## src/rtl/core/csia_pkg.sv

```systemverilog
`default_nettype none
// ----------------------------------------------------------------------------
// csia_pkg
// Types, operation codes and small helper functions shared by the checked
// saturating integer ALU and its divider stage.
// ----------------------------------------------------------------------------
package csia_pkg;

    localparam int unsigned DataW    = 64;
    localparam int unsigned DivSteps = 64;

    typedef logic [DataW-1:0] t_word;

    typedef struct packed {
        logic [4:0] action;
        logic [2:0] int_type;
        t_word      operand_a;
        t_word      operand_b;
    } t_in;

    typedef struct packed {
        t_word      result;
        logic [1:0] status;
        logic       absent;
    } t_out;

    localparam logic [4:0] ACT_AND  = 5'd0;
    localparam logic [4:0] ACT_OR   = 5'd1;
    localparam logic [4:0] ACT_XOR  = 5'd2;
    localparam logic [4:0] ACT_SHL  = 5'd3;
    localparam logic [4:0] ACT_SHR  = 5'd4;
    localparam logic [4:0] ACT_CADD = 5'd5;
    localparam logic [4:0] ACT_CSUB = 5'd6;
    localparam logic [4:0] ACT_CMUL = 5'd7;
    localparam logic [4:0] ACT_OADD = 5'd8;
    localparam logic [4:0] ACT_OSUB = 5'd9;
    localparam logic [4:0] ACT_OMUL = 5'd10;
    localparam logic [4:0] ACT_WADD = 5'd11;
    localparam logic [4:0] ACT_WSUB = 5'd12;
    localparam logic [4:0] ACT_WMUL = 5'd13;
    localparam logic [4:0] ACT_SADD = 5'd14;
    localparam logic [4:0] ACT_SSUB = 5'd15;
    localparam logic [4:0] ACT_SMUL = 5'd16;
    localparam logic [4:0] ACT_DIV  = 5'd17;
    localparam logic [4:0] ACT_MOD  = 5'd18;
    localparam logic [4:0] ACT_LT   = 5'd19;
    localparam logic [4:0] ACT_LE   = 5'd20;
    localparam logic [4:0] ACT_GT   = 5'd21;
    localparam logic [4:0] ACT_GE   = 5'd22;

    localparam logic [1:0] ST_OK    = 2'd0;
    localparam logic [1:0] ST_OVF   = 2'd1;
    localparam logic [1:0] ST_DIV0  = 2'd2;
    localparam logic [1:0] ST_SHIFT = 2'd3;

    typedef enum logic [1:0] {
        K_CHECKED,
        K_OPTIONAL,
        K_WRAP,
        K_SAT
    } t_kind;

    function automatic t_word fn_mask(input logic [1:0] wsel);
        t_word m;
        case (wsel)
            2'd0:    m = t_word'(64'h0000_0000_0000_00FF);
            2'd1:    m = t_word'(64'h0000_0000_0000_FFFF);
            2'd2:    m = t_word'(64'h0000_0000_FFFF_FFFF);
            default: m = '1;
        endcase
        return m;
    endfunction

    function automatic t_word fn_sbit(input logic [1:0] wsel);
        t_word s;
        case (wsel)
            2'd0:    s = t_word'(64'h0000_0000_0000_0080);
            2'd1:    s = t_word'(64'h0000_0000_0000_8000);
            2'd2:    s = t_word'(64'h0000_0000_8000_0000);
            default: s = t_word'(64'h8000_0000_0000_0000);
        endcase
        return s;
    endfunction

    function automatic t_kind fn_kind(input logic [4:0] act);
        t_kind k;
        case (act)
            ACT_CADD, ACT_CSUB, ACT_CMUL: k = K_CHECKED;
            ACT_OADD, ACT_OSUB, ACT_OMUL: k = K_OPTIONAL;
            ACT_WADD, ACT_WSUB, ACT_WMUL: k = K_WRAP;
            default:                      k = K_SAT;
        endcase
        return k;
    endfunction

    // Applies the overflow policy of the operation family to a raw result.
    function automatic t_out fn_apply(input t_kind k, input logic ov,
                                      input t_word w, input t_word satv);
        t_out o;
        o = '{result: '0, status: ST_OK, absent: 1'b0};
        case (k)
            K_CHECKED: begin
                if (ov) o.status = ST_OVF;
                else    o.result = w;
            end
            K_OPTIONAL: begin
                if (ov) o.absent = 1'b1;
                else    o.result = w;
            end
            K_WRAP:  o.result = w;
            default: o.result = ov ? satv : w;
        endcase
        return o;
    endfunction

endpackage
`default_nettype wire

```

## src/rtl/core/csia_div_stage.sv

```systemverilog
`default_nettype none
// ----------------------------------------------------------------------------
// csia_div_stage
// One registered step of a restoring radix-2 unsigned divider. Each step
// brings down one dividend bit and produces one quotient bit.
// ----------------------------------------------------------------------------
module csia_div_stage (
    input  wire                    i_clk,
    input  wire                    i_en,
    input  wire csia_pkg::t_word   i_rem,
    input  wire csia_pkg::t_word   i_quo,
    input  wire csia_pkg::t_word   i_dvs,
    output csia_pkg::t_word        o_rem,
    output csia_pkg::t_word        o_quo,
    output csia_pkg::t_word        o_dvs
);
    import csia_pkg::*;

    logic [DataW:0]   w_sh;
    logic [DataW+1:0] w_diff;
    logic             w_take;
    t_word            r_rem;
    t_word            r_quo;
    t_word            r_dvs;
    t_word            n_rem;
    t_word            n_quo;

    // The shifted remainder is below twice the divisor, so a successful
    // subtract always fits back into one word.
    always_comb begin
        w_sh   = {i_rem, i_quo[DataW-1]};
        w_diff = {1'b0, w_sh} - {2'b00, i_dvs};
        w_take = ~w_diff[DataW+1];
        n_rem  = w_take ? w_diff[DataW-1:0] : w_sh[DataW-1:0];
        n_quo  = {i_quo[DataW-2:0], w_take};
    end

    always_ff @(posedge i_clk) begin
        if (i_en) begin
            r_rem <= n_rem;
            r_quo <= n_quo;
            r_dvs <= i_dvs;
        end
    end

    assign o_rem = r_rem;
    assign o_quo = r_quo;
    assign o_dvs = r_dvs;

endmodule
`default_nettype wire

```

## config.mk

```make
export PLATFORM = sky130hd
export DESIGN_NAME = csia_div_stage
export DESIGN_NICKNAME = d
export VERILOG_FILES = /design/src/rtl/core/csia_pkg.sv /design/src/rtl/core/csia_div_stage.sv
export SDC_FILE = /design/constraint.sdc
export NUM_CORES = 1
export LEC_CHECK = 0
export BUFFER_PORTS_ARGS = -buffer_cell sky130_fd_sc_hd__buf_2
export CAP_MARGIN = 20
export CORE_UTILIZATION = 45
export CTS_CLUSTER_SIZE = 25
export DETAILED_ROUTE_END_ITERATION = 10
export GPL_TIMING_DRIVEN = 0
export PLACE_DENSITY = 0.77
export RECOVER_POWER = 100
export SLEW_MARGIN = 20
export SYNTH_ARGS = -nofsm -noshare
export SYNTH_HDL_FRONTEND = slang
export SYNTH_SLANG_ARGS = --single-unit
export TNS_END_PERCENT = 1
```

## constraint.sdc

```tcl
create_clock -name i_clk -period 3.3 [get_ports i_clk]
set_input_delay 0 -clock i_clk [delete_from_list [all_inputs] [get_ports i_clk]]
set_output_delay 0 -clock i_clk [all_outputs]
set_load 0.01 [all_outputs]
```

# [Yosys cells after proc, flatten, opt, wreduce, memory -nomap -nowiden]
# Index checks and enable logic that the tools add are counted.
[totals] out_inout_bits=192 n_memories=0 latch_bits=0 mem_bits_ro=0 ramBits=0 reg_bits=192
[classes] addsub=1 n_eq_ne=0 magnitude_cmp=0 mul=0 reduce_logical=0 mux=1 shift=0 div=0 bitwise_logic=1
[ops] cell="subtractor 65 x 64 -> 66 bit" count=1
[ops] cell="two-way mux 64 bit" count=1
[ops] cell="inverter 1 bit" count=1

# [Depth between registers and ports, before layout]
# Gate-level depths: netlist (run 1).
[depth] depth_word=2 ltp_mapped=15

# [Worst setup path after synthesis (run 1)]
# OpenSTA, ideal clock, no wires.
[synth_timing] path_type="input to register" startpoint="input port i_dvs[4]" endpoint="register r_rem[35], in the netlist o_rem[35] (data pin)" t_required_ps=3040 t_arrival_ps=2503 path_stages=12 path_buffers=1 path_slack_ps=537 path_cell_list="inv_1 > ha_1 > o211ai_1 > a21o_1 > a21oi_1 > a221o_2 > a31oi_2 > o41ai_4 > a211oi_2 > o31ai_4 > buf_4 > mux2_2"
[synth_between] elab_chain_len=2
[synth_rtl] element="start: declaration" line="csia_div_stage.sv:12" text="input wire csia_pkg::t_word i_dvs,"
[synth_rtl] element="subtractor 65 x 64 -> 66 bit" line="csia_div_stage.sv:32" text="w_diff = {1'b0, w_sh} - {2'b00, i_dvs};"
[synth_rtl] element="two-way mux 64 bit" line="csia_div_stage.sv:34" text="n_rem = w_take ? w_diff[DataW-1:0] : w_sh[DataW-1:0];"
[synth_rtl] element="via n_rem[35]" line="csia_div_stage.sv:25" text="t_word n_rem;"
[synth_rtl] element="end signal: assignment" line="csia_div_stage.sv:40" text="r_rem <= n_rem;"
[synth_rtl] element="end: declaration" line="csia_div_stage.sv:22" text="t_word r_rem;"
# The timed path passes the listed nets, and every way through them passes these cells.
# A chain may end at the register's enable or synchronous reset.

# [Worst setup path in the final report (run 1)]
[layout_timing] startpoint="input port i_rem[32]" endpoint="register r_rem[61], in the netlist o_rem[61] (data pin)"
[layout_between] elab_chain_len=2
[layout_rtl] element="start: declaration" line="csia_div_stage.sv:10" text="input wire csia_pkg::t_word i_rem,"
[layout_rtl] element="subtractor 65 x 64 -> 66 bit" line="csia_div_stage.sv:32"
[layout_rtl] element="two-way mux 64 bit" line="csia_div_stage.sv:34"
[layout_rtl] element="via n_rem[61]" line="csia_div_stage.sv:25"
# The timed path passes the listed nets, and every way through them passes these cells.

==> run_results.csv, run 1 <==
group,metric,value,unit
run_status,status,"complete, no violations",
final_layout,instances_no_fill,1833,
timing,tns,0,ps
global_routing,first_global_vias,9884,
placement,place_congestion,0.9075,
critical_path,cpLargestDelayFamily,"compound AO/OA/AOI/OAI gates",
critical_path,cp_num_cells,17,
timing,finalCritPeriodShare,94.79,%
yosys,syn_avg_cell_area,11.08,sq um
yosys,synth_edf_count,192,
global_routing,grt_usage,27.94,%
timing,hold_viol_final,0,
final_layout,final_util,65.91,%
route,drt-initial-drc-count,585,
global_routing,grt-ovfl-total,0,
placement,port_buffers,385,
final_layout,drive_above_1_share,14.10,%
yosys,ys_warn_count,0,
power,p_int,4.769,mW
timing,hold_ws,1.354,ps
floorplan,die-area,23640,sq um
clock_network,clk_pin_slew,80,ps
power,power.density,465.8,nW/um^2
final_layout,area_delta_synth_final,43.98,%
critical_path,crit_path_cell_trace,"dlygate4sd3_1 > buf_2 > ha_1 > a21o_1 > a21boi_0 > o221ai_1 > a21oi_1 > o31a_1 > o41ai_4 > buf_4 > a211oi_4 > o31ai_4 > buf_4 > buf_6 > buf_4 > nor2_1 > a21oi_1",
yosys,synth.net_count,1194,
route,wl_met2,16810,um
timing,layout_min_cycle_time,3128,ps
yosys,yosys_register_bits,192,
route,wl_met1,12860,um
critical_path,worst_setup_path_start_kind,"primary input",
yosys,yosysSeqAreaShare,55.63,%
floorplan,pin_count,386,
timing,setup_ws,172.0,ps
critical_path,worstSetupEndpointType,"flop",
hold_path,hold_depth,4,
yosys,syn_inst,935,
timing,max_freq,0.3197,GHz
route,highest_layer,"met4",
power,peakVddDrop,0.0002838,V
route,vias_per_cell,5.307,
clock_network,clockRootBuffer,"clkbuf_16",
critical_path,critPathMaxStageDelay,560,ps
placement,place_hpwl,22770,um
floorplan,core,22640,sq um
route,vias,9728,
global_routing,grt_pass1_wl,51130,um
final_layout,layout_common_cells,"256 x clkbuf_1, 192 x edfxtp_1, 190 x dlygate4sd3_1",
floorplan,die_w,153.8,um
critical_path,crit_required,3470,ps
route,wl_met3,2272,um
clock_network,htreeDepth,4,
power,power_frac_clock,30.3,%
timing,slew_headroom,3.268,%
floorplan,start_util,45.78,%
clock_network,cts_sinks,192,
power,power_frac_comb,25.4,%
yosys,syn-cell-area,10360,sq um
run,cap_violations,0,
placement,dpl.cell_count,1607,
floorplan,die_y,153.8,um
critical_path,cp_max_fo,10,
timing,worst_slew_pin_slew,1451,ps
timing,setup_violations,0,
critical_path,cp_num_buf_inv,6,
floorplan,rows,55,
final_layout,nets,1792,
power,power.leakage,6.136,nW
clock_network,clockBufferDepth,2,
route,route.detailed.drc,0,
yosys,yosysUniqueCellTypes,60,
route,wl,33240,um
timing,rsz0062_at_grt,"false",
route,wl_per_cell,18.13,um
critical_path,slowest_stage,"dlygate4sd3_1",
route,dr.pass1.iters,7,
route,ant_nets,0,
hold_path,hold_class,"primary input to flop",
clock_network,cts_buffers,17,
clock_network,cts_tree,"done",
power,seq_power_share,44.3,%
global_routing,grt_max_degree,72,
power,swShare,31.39,%
yosys,synthArstFlopShare,0,%
global_routing,antenna_found_initial,3,
critical_path,arrival,3300,ps
critical_path,worst-setup-path-type,"primary input to flop",
placement,place_ws,-469.2,ps
timing,slew_violations,0,
critical_path,cpMostUsedCell,"buf_4",
power,switching_power,2.182,mW
final_layout,final_common_cell,"clkbuf_1",
yosys,synth_ff_type,"edfxtp_1",
power groups by stage:
stage | Sequential, mW | Clock [mW] | Combinational (mW)
floorplan | 3.27 | 0 | 0.795
global placement | 3.12 | 0 | 1.58
detailed placement | 3.11 | 0 | 1.61
CTS | 3.06 | 2.12 | 1.80
global route | 3.10 | 2.22 | 1.91
finish | 3.08 | 2.11 | 1.76
layer usage:
metal,global-route usage (%),up-vias
met5,0,-
met4,13.38,0
met3,5.665,84
met2,50.09,433
met1,31.80,4587
li1,-,4624
per-stage QoR:
step                total power [mW]  instance area, sq um
floorplan                      4.062                 10360
global placement               4.702                 12650
detailed placement             4.726                 12710
CTS                            6.983                 15210
global route                   7.236                 14920
finish                         6.951                 14920
registers in the layout (all words and copies together), names as in the netlist:
register  flops
o_rem        64
o_dvs        64
o_quo        64
worst paths after layout:
| check | from | end | slack, ps |
|---|---|---|---|
| setup / recovery | i_rem[32] | o_rem[61] | 170 |
| hold / removal | i_rem[57] | o_rem[58] | 1 |
kinds of logic after synthesis:
logic type	Yosys count	share of synthesized area (%)
xor+xnor	57	4.817
flops	192	55.63
mux	14	1.497
compound gates	268	16.17
fa+ha+maj	65	7.920
buf+inv	113	4.419
simple gates	226	9.550
what timing repair did:
action	4_1_cts	5_1_grt
setup endpoints to repair	1	63
hold buffers	190	0
gates resized for setup	0	7
setup buffers	0	2
hold endpoints to repair	193	0
pin swaps	1	2
tightest hold or removal path, stage by stage:
cell and delay [ps]:
buf_2 90, inv_1 40, nor2_1 90, a41o_1 110
layout make-up:
class	instances	area, sq um
Timing Repair Buffer	579	3561
Fill cell	1801	7719
Tap cell	285	356.6
Inverter	86	322.8
Clock inverter	14	166.4
Clock buffer	18	429.2
Sequential cell	192	5766
Antenna cell	2	5.005
Buffer	27	135.1
Multi-Input combinational cell	630	4180
cell usage after synthesis (9+ instances only):
master / count / area, sq um
a21o_1: 26 / 195.2
a21oi_1: 133 / 665.6
a31oi_1: 10 / 62.56
buf_2: 11 / 55.05
clkbuf_1: 11 / 41.29
edfxtp_1: 192 / 5766
ha_1: 64 / 800.8
inv_1: 86 / 322.8
mux2_2: 9 / 101.4
nand2_1: 71 / 266.5
nand3_1: 12 / 60.06
nand4_1: 12 / 75.07
nor2_1: 96 / 360.4
o21ai_0: 28 / 140.1
o21bai_1: 13 / 97.59
xnor2_1: 31 / 271.5
xor2_1: 26 / 227.7
Note: power is estimated with default switching activity, not from simulation.
==> run 2, diff against run 1 <==
- CELL_PAD_IN_SITES_DETAIL_PLACEMENT: default -> 1
- CELL_PAD_IN_SITES_GLOBAL_PLACEMENT: default -> 1
- CORE_UTILIZATION: 45 -> 38
- PLACE_DENSITY: 0.77 -> 0.84
==> run 2 against run 1 <==
Net effect: the flow now finishes with violations (max-capacitance violations, max-slew violations); non-clock buffer count is 2 higher; highest routed layer unchanged; count of clock-buffer cells in the layout is 1 lower; die area is 18% higher; core utilization is 9.8 points lower; critical endpoint is now o_rem[42]; largest cell class unchanged.
==> run_results.csv, run 2 (synthesized netlist as in run 1, its figures left out) <==
group,metric,value,unit
run,cap_violations,1,
global_routing,antenna_found_initial,2,
global_routing,grt_use_met3,6.051,%
power,seq_power_share,43.1,%
power,power.density,477.5,nW/um^2
global_routing,grt_pass1_wl,64920,um
route,wl_per_cell,22.90,um
placement,place_hpwl,26500,um
run_status,status,"complete, but fails checks",
route,route.detailed.drc,0,
placement,place_congestion,0.8697,
timing,slew_headroom,-27.72,%
critical_path,slowest_stage,"clkbuf_1",
clock_network,clockBufferDepth,2,
floorplan,core,26880,sq um
global_routing,grt_max_degree,68,
floorplan,rows,60,
run_status,failed_checks,"max-capacitance violations, max-slew violations",
critical_path,arrival,3490,ps
clock_network,cts_buffers,17,
timing,worst_slew_pin_slew,1916,ps
timing,hold_viol_final,0,
critical_path,cpLargestDelayFamily,"compound AO/OA/AOI/OAI gates",
global_routing,top_usage_layer,"met2",
route,vias,10390,
route,ant_nets,0,
floorplan,die-area,27940,sq um
global_routing,grt_use_met2,57.05,%
route,dr.pass1.iters,6,
timing,rsz0062_at_grt,"true",
global_routing,grt_usage,30.27,%
final_layout,layout_common_cells,"251 x clkbuf_1, 192 x edfxtp_1, 188 x dlygate4sd3_1",
clock_network,clockRootBuffer,"clkbuf_16",
clock_network,cts_sinks,192,
power,power.leakage,6.180,nW
placement,dpl.cell_count,1663,
hold_path,hold_class,"primary input to flop",
clock_network,cts_tree,"done",
power,switching_power,2.409,mW
final_layout,nets,1794,
critical_path,worst_setup_path_start_kind,"primary input",
route,wl,43300,um
timing,setup_violations,0,
route,vias_per_cell,5.496,
power,finalPower,7.198,mW
floorplan,pin_count,386,
clock_network,htreeDepth,4,
clock_network,clk_pin_slew,80,ps
critical_path,crit_path_cell_trace,"buf_2 > inv_1 > ha_1 > clkbuf_1 > nand4_1 > o221ai_2 > a21oi_1 > o31a_1 > o41ai_4 > buf_4 > a211oi_4 > o31ai_4 > buf_12 > buf_4 > buf_2 > nor2_1 > a21oi_1",
power,power_frac_comb,26.5,%
final_layout,final_common_cell,"clkbuf_1",
timing,finalCritPeriodShare,98.77,%
critical_path,cp_max_fo,10,
power,swShare,33.47,%
critical_path,critPathMaxStageDelay,410,ps
critical_path,crit_required,3530,ps
floorplan,start_util,38.56,%
global_routing,grtUsageMet1,32.41,%
final_layout,drive_above_1_share,15.25,%
timing,slew_violations,65,
critical_path,worst-setup-path-type,"primary input to flop",
final_layout,instances_no_fill,1891,
power,peakVddDrop,0.0002454,V
floorplan,die_y,167.1,um
timing,layout_min_cycle_time,3259,ps
power,p_int,4.789,mW
route,drt-initial-drc-count,686,
power,power_frac_clock,30.4,%
placement,port_buffers,385,
timing,max_freq,0.3068,GHz
floorplan,die_w,167.1,um
critical_path,worstSetupEndpointType,"flop",
global_routing,grt-ovfl-total,0,
global_routing,first_global_vias,11330,
final_layout,area_delta_synth_final,45.47,%
critical_path,cp_num_buf_inv,7,
[run 2: per-stage QoR]
stage                     hold slack [ps]  cell area, sq um  util, %  TNS [ps]  setup slack (ps)
final                               17.65             15080    56.09         0             40.59
after global routing                32.77             15080    56.09    -422.5            -44.00
after CTS                          0.4003             15300    56.94         0             5.940
after detailed placement            178.3             12780    47.56    -33680            -618.3
after global placement              176.9             12720    47.32    -82550            -634.9
after floorplan                     98.87             10360        -         0             537.5
[run 2: final timing paths]
| kind | start | endpoint | slack [ps] | cells past startpoint |
|---|---|---|---|---|
| worst max-delay path | i_dvs[39] | o_rem[42] | 40 | 17 |
| worst min-delay path | i_rem[61] | o_rem[62] | 20 | 4 |
[run 2: cell type report]
cell class,count,area (sq um)
Multi-Input combinational cell,630,4219
Fill cell,3057,11800
Timing Repair Buffer,581,3601
Inverter,86,322.8
Clock inverter,15,167.7
Tap cell,341,426.7
Sequential cell,192,5766
Antenna cell,2,5.005
Buffer,27,142.6
Clock buffer,17,425.4
[run 2: layer usage]
layer  wire length, um  up-vias  part of all wire, %
met4              1849        0                  4.3
met2             22790      509                   53
met5                 0        -                    0
met1             15680     5156                   36
met3              2974      122                  6.9
li1                  -     4605                    -
[run 2: power by group through the flow]
stage / logic, mW / registers, mW / clock network (mW)
global placement: 1.59 / 3.12 / 0
CTS: 1.87 / 3.06 / 2.18
global route: 2.03 / 3.12 / 2.28
finish: 1.91 / 3.10 / 2.19
floorplan: 0.795 / 3.27 / 0
detailed placement: 1.67 / 3.12 / 0
[run 2: repair_timing]
item / CTS / global route
pin swaps: 1 / 5
setup endpoints to repair: 55 / 63
buffers inserted: 3 / 3
hold buffers: 188 / 0
gates resized for setup: 2 / 19
hold endpoints to repair: 188 / 0
